[src/hslc_pkg.sv]
// ----------------------------------------------------------------------------
// hslc_pkg
// Shared types and constants of the HSL colorize pixel pipeline.
// ----------------------------------------------------------------------------
package hslc_pkg;

	localparam int ADDR_W = 4;
	localparam int DATA_W = 32;
	localparam int CHAN_W = 8;
	localparam int HUE_W  = 9;
	localparam int SATP_W = 7;
	localparam int LUMP_W = 8;
	localparam int WGT_W  = 6;
	localparam int NUM_CH = 3;

	// lane order
	localparam int CH_RED   = 0;
	localparam int CH_GREEN = 1;
	localparam int CH_BLUE  = 2;

	localparam logic [LUMP_W-1:0] LUM_PCT_UNITY = 8'd100;
	localparam logic [SATP_W-1:0] SAT_PCT_MAX   = 7'd100;

	typedef enum logic [1:0] {
		REG_HUE_SHIFT = 2'd0,
		REG_SAT_PCT   = 2'd1,
		REG_LUM_PCT   = 2'd2
	} reg_idx_t;

	typedef struct packed {
		logic [LUMP_W-1:0]             lum_pct;
		logic [SATP_W-1:0]             sat_pct;
		logic [NUM_CH-1:0][WGT_W-1:0]  wgt;
	} cfg_t;

endpackage

[src/hslc_cfg.sv]
// ----------------------------------------------------------------------------
// hslc_cfg
// Register file on the APB port, plus the per-channel hue weights and the
// clamped saturation that the pipeline reads.
// ----------------------------------------------------------------------------
module hslc_cfg (
	input  logic                          clk,
	input  logic                          arst_n,
	input  logic                          psel,
	input  logic                          penable,
	input  logic                          pwrite,
	input  logic [hslc_pkg::ADDR_W-1:0]   paddr,
	input  logic [hslc_pkg::DATA_W-1:0]   pwdata,
	output logic [hslc_pkg::DATA_W-1:0]   prdata,
	output hslc_pkg::cfg_t                cfg
);
	import hslc_pkg::*;

	logic [HUE_W-1:0]  hue_shift_q;
	logic [SATP_W-1:0] sat_pct_q;
	logic [LUMP_W-1:0] lum_pct_q;
	cfg_t              cfg_q;

	logic              wr_en;
	logic [1:0]        reg_idx;
	logic [9:0]        hue_t1;
	logic [9:0]        hue_t2;
	logic [HUE_W-1:0]  hue_green;
	logic [9:0]        hue_r10;
	logic [9:0]        hue_b10;
	logic [HUE_W-1:0]  hue_red;
	logic [HUE_W-1:0]  hue_blue;
	cfg_t              cfg_d;

	function automatic logic [WGT_W-1:0] hue_weight(input logic [HUE_W-1:0] h);
		logic [WGT_W-1:0] w;
		if (h < 9'd60) begin
			w = h[WGT_W-1:0];
		end else if (h < 9'd180) begin
			w = 6'd60;
		end else if (h < 9'd240) begin
			w = WGT_W'(9'd240 - h);
		end else begin
			w = '0;
		end
		return w;
	endfunction

	assign wr_en   = psel & penable & pwrite;
	assign reg_idx = paddr[ADDR_W-1:2];

	always_ff @(posedge clk or negedge arst_n) begin
		if (!arst_n) begin
			hue_shift_q <= '0;
			sat_pct_q   <= '0;
			lum_pct_q   <= LUM_PCT_UNITY;
		end else if (wr_en) begin
			case (reg_idx)
				REG_HUE_SHIFT: begin
					hue_shift_q <= pwdata[HUE_W-1:0];
				end
				REG_SAT_PCT: begin
					sat_pct_q <= pwdata[SATP_W-1:0];
				end
				REG_LUM_PCT: begin
					lum_pct_q <= pwdata[LUMP_W-1:0];
				end
				default: begin
				end
			endcase
		end
	end

	always_comb begin
		case (reg_idx)
			REG_HUE_SHIFT: prdata = DATA_W'(hue_shift_q);
			REG_SAT_PCT:   prdata = DATA_W'(sat_pct_q);
			REG_LUM_PCT:   prdata = DATA_W'(lum_pct_q);
			default:       prdata = '0;
		endcase
	end

	// target hue is (720 - shift) mod 360
	always_comb begin
		hue_t1    = 10'd720 - 10'(hue_shift_q);
		hue_t2    = (hue_t1 >= 10'd360) ? (hue_t1 - 10'd360) : hue_t1;
		hue_green = (hue_t2 >= 10'd360) ? HUE_W'(hue_t2 - 10'd360) : HUE_W'(hue_t2);
		hue_r10   = 10'(hue_green) + 10'd120;
		hue_b10   = 10'(hue_green) + 10'd240;
		hue_red   = (hue_r10 >= 10'd360) ? HUE_W'(hue_r10 - 10'd360) : HUE_W'(hue_r10);
		hue_blue  = (hue_b10 >= 10'd360) ? HUE_W'(hue_b10 - 10'd360) : HUE_W'(hue_b10);

		cfg_d.lum_pct       = lum_pct_q;
		cfg_d.sat_pct       = (sat_pct_q > SAT_PCT_MAX) ? SAT_PCT_MAX : sat_pct_q;
		cfg_d.wgt[CH_RED]   = hue_weight(hue_red);
		cfg_d.wgt[CH_GREEN] = hue_weight(hue_green);
		cfg_d.wgt[CH_BLUE]  = hue_weight(hue_blue);
	end

	always_ff @(posedge clk) begin
		cfg_q <= cfg_d;
	end

	assign cfg = cfg_q;

endmodule

[src/hsl_colorize_pixel.sv]
// ----------------------------------------------------------------------------
// hsl_colorize_pixel
// Colorizes one RGB pixel per item: keeps its lightness, applies the
// configured hue, saturation and lightness adjust, converts back to RGB.
// ----------------------------------------------------------------------------
// throughput: one item per clock while out_ready holds, ten register stages each with its own valid
// a stalled output holds only the stages behind it that are full
// reset clears all stage valids; hue_shift and saturation_percent reset to 0,
// lum_percent to 100
module hsl_colorize_pixel #(
	parameter int FRAC_BITS = 16
) (
	input  logic                          clk,
	input  logic                          arst_n,
	input  logic                          in_valid,
	output logic                          in_ready,
	input  logic [hslc_pkg::CHAN_W-1:0]   red_in,
	input  logic [hslc_pkg::CHAN_W-1:0]   green_in,
	input  logic [hslc_pkg::CHAN_W-1:0]   blue_in,
	output logic                          out_valid,
	input  logic                          out_ready,
	output logic [hslc_pkg::CHAN_W-1:0]   red_out,
	output logic [hslc_pkg::CHAN_W-1:0]   green_out,
	output logic [hslc_pkg::CHAN_W-1:0]   blue_out,
	input  logic                          psel,
	input  logic                          penable,
	input  logic                          pwrite,
	input  logic [hslc_pkg::ADDR_W-1:0]   paddr,
	input  logic [hslc_pkg::DATA_W-1:0]   pwdata,
	output logic [hslc_pkg::DATA_W-1:0]   prdata,
	output logic                          pready
);
	import hslc_pkg::*;

	localparam int LW      = FRAC_BITS + 1;
	localparam int L0P_W   = FRAC_BITS + 19;
	localparam int M510_W  = FRAC_BITS + 10;
	localparam int SATM_W  = FRAC_BITS + 8;
	localparam int SATP_PW = FRAC_BITS + 15;
	localparam int Y_W     = FRAC_BITS + 8;
	localparam int YP_W    = FRAC_BITS + 9;
	localparam int M100_W  = FRAC_BITS + 9;
	localparam int YQ_W    = 2 * FRAC_BITS + 17;
	localparam int LQ_W    = FRAC_BITS + 2;
	localparam int LS_W    = FRAC_BITS + 3;
	localparam int PP_W    = 2 * FRAC_BITS + 2;
	localparam int MW      = FRAC_BITS + 2;
	localparam int DW_W    = FRAC_BITS + 6;
	localparam int DWP_W   = FRAC_BITS + 7;
	localparam int M60_W   = FRAC_BITS + 7;
	localparam int DQ_W    = 2 * FRAC_BITS + 13;
	localparam int C_W     = FRAC_BITS + 10;

	localparam logic [LW-1:0] ONE  = {1'b1, {FRAC_BITS{1'b0}}};
	localparam logic [LW-1:0] HALF = {2'b01, {(FRAC_BITS-1){1'b0}}};

	// reciprocals rounded up, exact over the operand ranges used
	localparam logic [63:0] M510_FULL  = ((64'd1 << (FRAC_BITS + 18)) + 64'd509) / 64'd510;
	localparam logic [63:0] M100S_FULL = ((64'd1 << (FRAC_BITS + 14)) + 64'd99) / 64'd100;
	localparam logic [63:0] M100_FULL  = ((64'd1 << (FRAC_BITS + 15)) + 64'd99) / 64'd100;
	localparam logic [63:0] M60_FULL   = ((64'd1 << (FRAC_BITS + 12)) + 64'd59) / 64'd60;
	localparam logic [M510_W-1:0] M510  = M510_FULL[M510_W-1:0];
	localparam logic [SATM_W-1:0] M100S = M100S_FULL[SATM_W-1:0];
	localparam logic [M100_W-1:0] M100  = M100_FULL[M100_W-1:0];
	localparam logic [M60_W-1:0]  M60   = M60_FULL[M60_W-1:0];

	cfg_t               cfg;
	logic [SATP_PW-1:0] sat_prod;
	logic [LW-1:0]      sat_q;

	// stage valids and enables
	logic vld_s1, vld_s2, vld_s3, vld_s4, vld_s5;
	logic vld_s6, vld_s7, vld_s8, vld_s9, vld_s10;
	logic en_s1, en_s2, en_s3, en_s4, en_s5;
	logic en_s6, en_s7, en_s8, en_s9, en_s10;

	// datapath
	logic [CHAN_W-1:0]  mx, mn;
	logic [8:0]         sum_s1;
	logic [L0P_W-1:0]   l0prod_s2;
	logic [LW-1:0]      l0;
	logic               hi;
	logic [LW-1:0]      mul_a;
	logic [LUMP_W-1:0]  mul_b;
	logic [YP_W-1:0]    ymul;
	logic [Y_W-1:0]     y_s3;
	logic [LW-1:0]      l0_s3;
	logic               hi_s3;
	logic [YQ_W-1:0]    yq_s4;
	logic [LW-1:0]      l0_s4;
	logic               hi_s4;
	logic [LQ_W-1:0]    lq;
	logic [LS_W-1:0]    lsum;
	logic [LW-1:0]      lum;
	logic [LW-1:0]      lum_s5;
	logic [PP_W-1:0]    pprod_s6;
	logic [LW-1:0]      lum_s6;
	logic [LW-1:0]      pval;
	logic [MW-1:0]      m2w, m1w, dw;
	logic [LW-1:0]      m1_s7, d_s7;
	logic [LW-1:0]      m1_s8, m1_s9;
	logic [DWP_W-1:0]   dwprod  [NUM_CH];
	logic [DW_W-1:0]    dw_s8   [NUM_CH];
	logic [DQ_W-1:0]    dq_s9   [NUM_CH];
	logic [LW-1:0]      frac    [NUM_CH];
	logic [MW-1:0]      vch     [NUM_CH];
	logic [C_W-1:0]     c255    [NUM_CH];
	logic [9:0]         chw     [NUM_CH];
	logic [CHAN_W-1:0]  chan    [NUM_CH];
	logic [CHAN_W-1:0]  chan_s10[NUM_CH];

	hslc_cfg u_cfg (
		.clk     (clk),
		.arst_n  (arst_n),
		.psel    (psel),
		.penable (penable),
		.pwrite  (pwrite),
		.paddr   (paddr),
		.pwdata  (pwdata),
		.prdata  (prdata),
		.cfg     (cfg)
	);

	assign pready = 1'b1;

	// saturation as a fraction of one
	assign sat_prod = SATP_PW'(cfg.sat_pct) * SATP_PW'(M100S);

	always_ff @(posedge clk) begin
		sat_q <= sat_prod[14 +: LW];
	end

	// flow control
	assign en_s10   = !vld_s10 || out_ready;
	assign en_s9    = !vld_s9  || en_s10;
	assign en_s8    = !vld_s8  || en_s9;
	assign en_s7    = !vld_s7  || en_s8;
	assign en_s6    = !vld_s6  || en_s7;
	assign en_s5    = !vld_s5  || en_s6;
	assign en_s4    = !vld_s4  || en_s5;
	assign en_s3    = !vld_s3  || en_s4;
	assign en_s2    = !vld_s2  || en_s3;
	assign en_s1    = !vld_s1  || en_s2;
	assign in_ready = en_s1;

	always_ff @(posedge clk or negedge arst_n) begin
		if (!arst_n) begin
			vld_s1  <= 1'b0;
			vld_s2  <= 1'b0;
			vld_s3  <= 1'b0;
			vld_s4  <= 1'b0;
			vld_s5  <= 1'b0;
			vld_s6  <= 1'b0;
			vld_s7  <= 1'b0;
			vld_s8  <= 1'b0;
			vld_s9  <= 1'b0;
			vld_s10 <= 1'b0;
		end else begin
			if (en_s1)  vld_s1  <= in_valid;
			if (en_s2)  vld_s2  <= vld_s1;
			if (en_s3)  vld_s3  <= vld_s2;
			if (en_s4)  vld_s4  <= vld_s3;
			if (en_s5)  vld_s5  <= vld_s4;
			if (en_s6)  vld_s6  <= vld_s5;
			if (en_s7)  vld_s7  <= vld_s6;
			if (en_s8)  vld_s8  <= vld_s7;
			if (en_s9)  vld_s9  <= vld_s8;
			if (en_s10) vld_s10 <= vld_s9;
		end
	end

	// max + min of the pixel
	always_comb begin
		mx = red_in;
		mn = red_in;
		if (green_in > mx) mx = green_in;
		if (blue_in > mx)  mx = blue_in;
		if (green_in < mn) mn = green_in;
		if (blue_in < mn)  mn = blue_in;
	end

	// lightness adjust operands
	always_comb begin
		l0    = l0prod_s2[18 +: LW];
		hi    = cfg.lum_pct > LUM_PCT_UNITY;
		mul_a = hi ? (ONE - l0) : l0;
		mul_b = hi ? (cfg.lum_pct - LUM_PCT_UNITY) : cfg.lum_pct;
		ymul  = YP_W'(mul_a) * YP_W'(mul_b);
	end

	always_comb begin
		lq   = yq_s4[FRAC_BITS + 15 +: LQ_W];
		lsum = LS_W'(l0_s4) + LS_W'(lq);
		if (hi_s4) begin
			lum = (lsum > LS_W'(ONE)) ? ONE : lsum[LW-1:0];
		end else begin
			lum = lq[LW-1:0];
		end
	end

	// m1 and m2 of the hsl conversion
	always_comb begin
		pval = pprod_s6[FRAC_BITS +: LW];
		if (lum_s6 <= HALF) begin
			m2w = MW'(lum_s6) + MW'(pval);
		end else begin
			m2w = MW'(lum_s6) + MW'(sat_q) - MW'(pval);
		end
		m1w = {lum_s6, 1'b0} - m2w;
		dw  = m2w - m1w;
	end

	always_comb begin
		for (int c = 0; c < NUM_CH; c++) begin
			dwprod[c] = DWP_W'(d_s7) * DWP_W'(cfg.wgt[c]);
			frac[c]   = dq_s9[c][FRAC_BITS + 12 +: LW];
			vch[c]    = MW'(m1_s9) + MW'(frac[c]);
			c255[c]   = (C_W'(vch[c]) << 8) - C_W'(vch[c]);
			chw[c]    = c255[c][FRAC_BITS +: 10];
			chan[c]   = (chw[c] > 10'd255) ? 8'hFF : chw[c][CHAN_W-1:0];
		end
	end

	always_ff @(posedge clk) begin
		if (en_s1) begin
			sum_s1 <= 9'(mx) + 9'(mn);
		end
		if (en_s2) begin
			l0prod_s2 <= L0P_W'(sum_s1) * L0P_W'(M510);
		end
		if (en_s3) begin
			y_s3  <= ymul[Y_W-1:0];
			l0_s3 <= l0;
			hi_s3 <= hi;
		end
		if (en_s4) begin
			yq_s4 <= YQ_W'(y_s3) * YQ_W'(M100);
			l0_s4 <= l0_s3;
			hi_s4 <= hi_s3;
		end
		if (en_s5) begin
			lum_s5 <= lum;
		end
		if (en_s6) begin
			pprod_s6 <= PP_W'(lum_s5) * PP_W'(sat_q);
			lum_s6   <= lum_s5;
		end
		if (en_s7) begin
			m1_s7 <= m1w[LW-1:0];
			d_s7  <= dw[LW-1:0];
		end
		if (en_s8) begin
			for (int c = 0; c < NUM_CH; c++) begin
				dw_s8[c] <= dwprod[c][DW_W-1:0];
			end
			m1_s8 <= m1_s7;
		end
		if (en_s9) begin
			for (int c = 0; c < NUM_CH; c++) begin
				dq_s9[c] <= DQ_W'(dw_s8[c]) * DQ_W'(M60);
			end
			m1_s9 <= m1_s8;
		end
		if (en_s10) begin
			for (int c = 0; c < NUM_CH; c++) begin
				chan_s10[c] <= chan[c];
			end
		end
	end

	assign out_valid = vld_s10;
	assign red_out   = chan_s10[CH_RED];
	assign green_out = chan_s10[CH_GREEN];
	assign blue_out  = chan_s10[CH_BLUE];

endmodule
[config.mk]
export PLATFORM = sky130hd
export DESIGN_NAME = hsl_colorize_pixel
export DESIGN_NICKNAME = d
export VERILOG_FILES = /design/src/hslc_pkg.sv /design/src/hslc_cfg.sv /design/src/hsl_colorize_pixel.sv
export SDC_FILE = /design/constraint.sdc
export NUM_CORES = 2
export LEC_CHECK = 0
export BUFFER_PORTS_ARGS = -buffer_cell sky130_fd_sc_hd__buf_2
export CORE_MARGIN = 10
export CORE_UTILIZATION = 35
export DETAILED_ROUTE_END_ITERATION = 8
export PLACE_DENSITY_LB_ADDON = 0.25
export SETUP_SLACK_MARGIN = 0.2
export SLEW_MARGIN = 20
export SYNTH_ARGS = -nofsm -noshare
export SYNTH_HDL_FRONTEND = slang
export SYNTH_HIERARCHICAL = 1
export SYNTH_SLANG_ARGS = --single-unit
[constraint.sdc]
create_clock -name clk -period 8.78 [get_ports clk]
set_clock_uncertainty 0.2 [all_clocks]
set_input_delay 0.878 -clock clk [delete_from_list [all_inputs] [get_ports clk]]
set_output_delay 0.878 -clock clk [all_outputs]
set_load 0.02 [all_outputs]
# ---- Yosys cells after proc, flatten, opt, wreduce, memory -nomap -nowiden
# Memory sizes are Yosys's and may differ from the RTL's.
# Cells that the tools add are included.
dict set report totals {
  regBits 372
  mem_bits_rw 225
  out_inout_bits 59
  elab_cells 157
  memories 3
}
# name depth width read_ports rd_clocked_by_memory_dff write_ports line
set mem_list {}
lappend mem_list {dq_s9 3 45 3 0 3 hsl_colorize_pixel.sv:104} ;# logic [DQ_W-1:0] dq_s9 [NUM_CH];
lappend mem_list {dw_s8 3 22 3 0 3 hsl_colorize_pixel.sv:103} ;# logic [DW_W-1:0] dw_s8 [NUM_CH];
lappend mem_list {chan_s10 3 8 3 0 3 hsl_colorize_pixel.sv:110} ;# logic [CHAN_W-1:0] chan_s10[NUM_CH];
dict set report classes {
  n_addsub 25
  multipliers 11
  n_lt_le_gt_ge 24
  eq_ne 2
  n_mux 32
  n_bitwise 2
  reduce_logical 24
}
# cell n
set op_table {}
lappend op_table {{multiplier 22 x 23 -> 45 bit, second input constant} 3}
lappend op_table {{subtractor 26 x 18 -> 26 bit} 3}
lappend op_table {{two-way mux 17 bit} 4}
lappend op_table {{multiplier 17 x 6 -> 22 bit} 3}
lappend op_table {{two-way mux 8 bit} 8}
lappend op_table {{adder 17 x 17 -> 18 bit} 3}
lappend op_table {{< comparator 9 x 8 -> 1 bit, second input constant} 6}
lappend op_table {{two-way mux 6 bit} 9}
lappend op_table {{subtractor 17 bit} 3}
lappend op_table {{multiplier 24 x 25 -> 49 bit, second input constant} 1}
lappend op_table {{greater-or-equal comparator 10 x 9 -> 1 bit, second input constant} 4}
lappend op_table {{multiplier 9 x 26 -> 35 bit, second input constant} 1}
lappend op_table {{adder 17 bit} 2}
lappend op_table {{multiplier 17 x 17 -> 33 bit} 1}
lappend op_table {{multiplier 7 x 24 -> 31 bit, second input constant} 1}
lappend op_table {{greater-than comparator 10 x 8 -> 1 bit, second input constant} 3}
lappend op_table {{< comparator 9 x 6 -> 1 bit, second input constant} 3}
lappend op_table {{two-way mux 9 bit} 3}
lappend op_table {{case mux 9 bit (3 select lines)} 1}
lappend op_table {{subtractor 9 bit, second input constant} 3}
lappend op_table {{multiplier 17 x 8 -> 24 bit} 1}
lappend op_table {{adder 17 x 18 -> 19 bit} 1}
lappend op_table {{greater-than comparator 19 x 17 -> 1 bit, second input constant} 1}
lappend op_table {{subtractor 6 bit, first input constant} 3}
lappend op_table {{other kinds (21)} 49}

# ---- Logic depth before layout (Yosys ltp)
dict set report logic_depth {
  depth_word 12
  mapped_depth 33
  ltp_nobuf 31
}

# ---- Cells and area by module
# Netlist, hierarchy kept.
# mod instances cells_each area_per_inst_um2
set by_module_without_submodules {}
lappend by_module_without_submodules {hsl_colorize_pixel 1 6884 67561.0}
lappend by_module_without_submodules {hslc_cfg 1 532 4757.1}

# ---- Least setup slack after synthesis
# No wires, ideal clock.
dict set report synth_timing {
  path_kind {reg2reg}
  from {register y_s3[7]}
  to {register yq_s4[46] (data pin)}
  setup_ps 272
  arrival_ps 6363
  path_slack_ps 1945
  stages_incl_launch_ff 26
  period_less_slack_ps 6835
  path_cell_list {edfxtp_1 -> inv_1 -> fa_1 -> inv_1 -> fa_1 -> inv_1 -> fa_1 -> inv_1 -> fa_1 -> fa_1 -> fa_1 -> inv_1 -> fa_1 -> inv_1 -> ha_1 -> a21o_1 -> a21o_1 -> a21oi_1 -> o21ai_0 -> nand3_1 -> nand3_1 -> o21a_1 -> o211ai_1 -> a21oi_1 -> o41ai_1 -> a21oi_1}
}
dict set report synth_via {
  elab_chain_cells 1
}
# element line
set synth_rtl {}
lappend synth_rtl {{start: declaration} hsl_colorize_pixel.sv:86} ;# logic [Y_W-1:0] y_s3;
lappend synth_rtl {{start signal: assignment} hsl_colorize_pixel.sv:232} ;# y_s3 <= ymul[Y_W-1:0];
lappend synth_rtl {{multiplier 24 x 25 -> 49 bit} hsl_colorize_pixel.sv:237} ;# yq_s4 <= YQ_W'(y_s3) * YQ_W'(M100);
lappend synth_rtl {{end signal: assignment} hsl_colorize_pixel.sv:237}
lappend synth_rtl {{end: declaration} hsl_colorize_pixel.sv:89} ;# logic [YQ_W-1:0] yq_s4;
# Every way passes these cells.
# A chain may end at the register's enable or synchronous reset.

# ---- Worst setup path in the final report
dict set report layout_timing {
  from {register u_cfg.cfg_q, in the netlist u_cfg/cfg[28]}
  to {register y_s3[23] (data pin)}
}
dict set report layout_via {
  elab_chain_cells 3
}
# element line
set layout_rtl {}
lappend layout_rtl {{start: declaration} hslc_cfg.sv:22} ;# cfg_t cfg_q;
lappend layout_rtl {{start signal: assignment} hslc_cfg.sv:101} ;# cfg_q <= cfg_d;
lappend layout_rtl {{subtractor 8 x 7 -> 8 bit / greater-than comparator 8 x 7 -> 1 bit (equally long branches)} {hsl_colorize_pixel.sv:187, hsl_colorize_pixel.sv:185}}
lappend layout_rtl {{two-way mux 8 bit / two-way mux 17 bit (equally long branches)} {hsl_colorize_pixel.sv:187, hsl_colorize_pixel.sv:186}}
lappend layout_rtl {{multiplier 17 x 8 -> 24 bit (*)} hsl_colorize_pixel.sv:188} ;# ymul = YP_W'(mul_a) * YP_W'(mul_b);
lappend layout_rtl {{named net ymul[23]} hsl_colorize_pixel.sv:85} ;# logic [YP_W-1:0] ymul;
# Mark *: on every way through the listed nets, which the timed path passes. The rest lies on a longest branch.

==> impl_metrics.py <==
metrics = {
    "logic_synthesis": {
        "ys_ff_latch": 444,
        "yosys-top-cells-count": "inv_1 (1521), ha_1 (1297), fa_1 (918)",
        "synth.most_common_cell": "inv_1",
        "ys_types": 129,
        "synth_top_area_share_pct": 25.4,
        "synth_edf_count": 360,
        "netlist_instances": 7416,
        "synth.largest_area_cell": "fa_1",
        "async_flop_share_pct": 7.66,
        "synth_area_leaders": "fa_1 (25%), ha_1 (22%), edfxtp_1 (15%), inv_1 (7.9%), nand2_1 (3.3%)",
        "ys_warn_count": 6,
        "synth_flop_cell": "edfxtp_1",
        "syn_area_per_cell_um2": 9.75,
        "syn_area_mm2": 0.0723,
        "yosysSeqAreaShare_pct": 17.5,
    },
    "timing": {
        "hold_violations": 0,
        "max_freq_ghz": 0.127,
        "setup_viol": 0,
        "fin_crit_ps": 7850,
        "worst_slew_pin_slew_ps": 1060,
        "grt_setup_unrepaired": "false",
        "slew_headroom_pct": 29.4,
        "maxSlewViolCount": 0,
        "tns_ps": 0,
        "timing.final.crit_share_pct": 89.4,
    },
    "layout": {
        "areaGrowthSynthToFinish_pct": 7.47,
        "nets": 9765,
        "drive_above_1_share_pct": 5.18,
    },
    "run_status": {
        "status": "completed",
    },
    "setup_path": {
        "slowest_delay_ps": 570,
        "crit_arrival_ps": 8060,
        "r2r_setup_slack_ps": 930,
        "worstPathRequired_ps": 8990,
        "endpoint_kind": "flip-flop",
        "slowest_stage": "fa_1",
        "path_max_fanout": 15,
        "cp-start-kind": "flip-flop",
        "path_class": "flip-flop to flip-flop",
    },
    "detailed_routing": {
        "vias": 50000,
        "drtAntennaViolNets": 0,
        "wl_per_cell_um": 16.5,
        "highest-signal-layer": "met4",
        "firstDrtPassIters": 5,
        "avgViaCountPerCell": 4.90,
        "drtIter0Drc": 2339,
        "wirelength_met1_um": 76600,
        "wl_met3_um": 4850,
        "wirelength_um": 169000,
        "drc": 0,
        "wl_met2_um": 83500,
    },
    "grt": {
        "grt_max_degree": 63,
        "grt_pass1_vias": 53400,
        "grt_overflow": 0,
        "grt_usage_pct": 15.1,
        "antenna_found_initial": 6,
        "grt_pass1_wl_um": 279000,
    },
    "die": {
        "die_y_um": 475,
        "pin_count": 126,
        "core-area_mm2": 0.205,
        "initial_core_util_pct": 35.3,
        "die_w_um": 475,
        "rows": 166,
        "die_area_mm2": 0.225,
    },
    "placed_design": {
        "hpwl_um": 142000,
        "place_congestion": 0.872,
        "io_buffer_count": 76,
    },
    "job": {
        "maxCapViolCount": 0,
    },
    "clock_tree": {
        "cts_tree": "built",
        "clk_path_buf_depth": 3,
        "cts_buffers": 55,
        "cts_sinks": 444,
        "cts.root.buffer_cell": "clkbuf_16",
        "postCtsHoldBufs": 0,
        "cts_max_level": 2,
        "ctsResizeCount": 0,
        "postCtsSetupBuffers": 0,
        "insertion_delay_ps": 680,
        "clk_pin_slew_worst_paths_ps": 60,
    },
    "min_path": {
        "hold_class": "primary input to async pin",
    },
}
[placed cells by master, fill, tap and decap left out, types with 71 or more instances in the layout]
cell type     n
nor2_1      311
a21o_1      105
inv_1      1520
o21ai_0     170
nand2b_1     71
xnor2_1     231
buf_2        76
nand3_1      87
nand2_1     628
xor2_1      111
nor3_1       86
and2_1      176
a21oi_1     284
ha_1       1297
edfxtp_1    360
fa_1        918
[state kept, by name, summed over array words and instances (netlist names), 18 cells and up]
| register | cells |
|---|---|
| u_cfg/cfg | 33 |
| yq_s4 | 18 |
| dq_s9 | 51 |
| dw_s8 | 63 |
| chan_s10 | 24 |
| y_s3 | 24 |
[critical path, delay by kind of cell, from the launching register on]
kind	cells	cell delay, ps
fa+ha+maj	6	2600
compound gates	8	1890
simple gates	7	1240
buf+inv	8	1060
flops	1	320
xor+xnor	2	290
[final timing paths]
| path | start | endpoint | cells after the start |
|---|---|---|---|
| setup / recovery | u_cfg/cfg[28]$_DFF_P_ | y_s3[23]$_DFFE_PP_ | 31 |
| hold / removal | arst_n | out_valid$_DFFE_PN0P_ | 2 |
| setup reg to reg | u_cfg/cfg[28]$_DFF_P_ | y_s3[23]$_DFFE_PP_ | 31 |
| hold reg to reg | u_cfg/lum_pct_q[0]$_DFFE_PN0P_ | u_cfg/cfg[25]$_DFF_P_ | 0 |
| max in group asynchronous | arst_n | u_cfg/sat_pct_q[6]$_DFFE_PN0P_ | 2 |
| min in group clk | u_cfg/lum_pct_q[0]$_DFFE_PN0P_ | u_cfg/cfg[25]$_DFF_P_ | 0 |
[logic make-up (layout without fill, tap and decap cells)]
kind of cell             Yosys count  after routing  synth area share (%)
multiplexers                      83             83                  1.23
buffers and inverters           1690           1764                  8.97
AO/OA/AOI/OAI                    996            996                  9.31
adder cells (fa/ha/maj)         2215           2215                  47.9
AND/OR/NAND/NOR                 1641           1641                  10.9
other                              3             40                0.0156
XOR/XNOR                         344            344                  4.19
flip-flops                       444            444                  17.5
[final cells by class]
| class | instances | area, um2 |
|---|---|---|
| Antenna cell | 1 | 2.50 |
| Clock buffer | 71 | 1500 |
| Clock inverter | 29 | 283 |
| Fill cell | 20400 | 127000 |
| Inverter | 1526 | 5730 |
| Multi-Input combinational cell | 5318 | 53300 |
| Sequential cell | 444 | 12700 |
| Tap cell | 2688 | 3360 |
| Timing Repair Buffer | 138 | 846 |
[through the flow]
| stage | utilization (%) | hold WS, ps | setup slack [ps] | cell area (um2) | cells |
|---|---|---|---|---|---|
| detailed placement | 37.0 | 196 | 936 | 75900 | 10100 |
| floorplan | - | 163 | 1940 | 72500 | 7452 |
| global route | 37.9 | 87.2 | 340 | 77700 | 10200 |
| finish | 37.9 | 65.3 | 933 | 77700 | 10200 |
| global placement | 37.0 | 187 | 981 | 75900 | 10100 |
| CTS | 37.9 | 45.1 | 890 | 77700 | 10200 |
[layer usage]
| layer | vias up | GRT usage (%) |
|---|---|---|
| met4 | 0 | 3.25 |
| li1 | 24400 | - |
| met5 | - | 0 |
| met3 | 194 | 1.34 |
| met1 | 24800 | 19.7 |
| met2 | 705 | 27.1 |
Power is not shown: default switching activity piles up to over one toggle a cycle in this logic, so the estimate is an artifact.
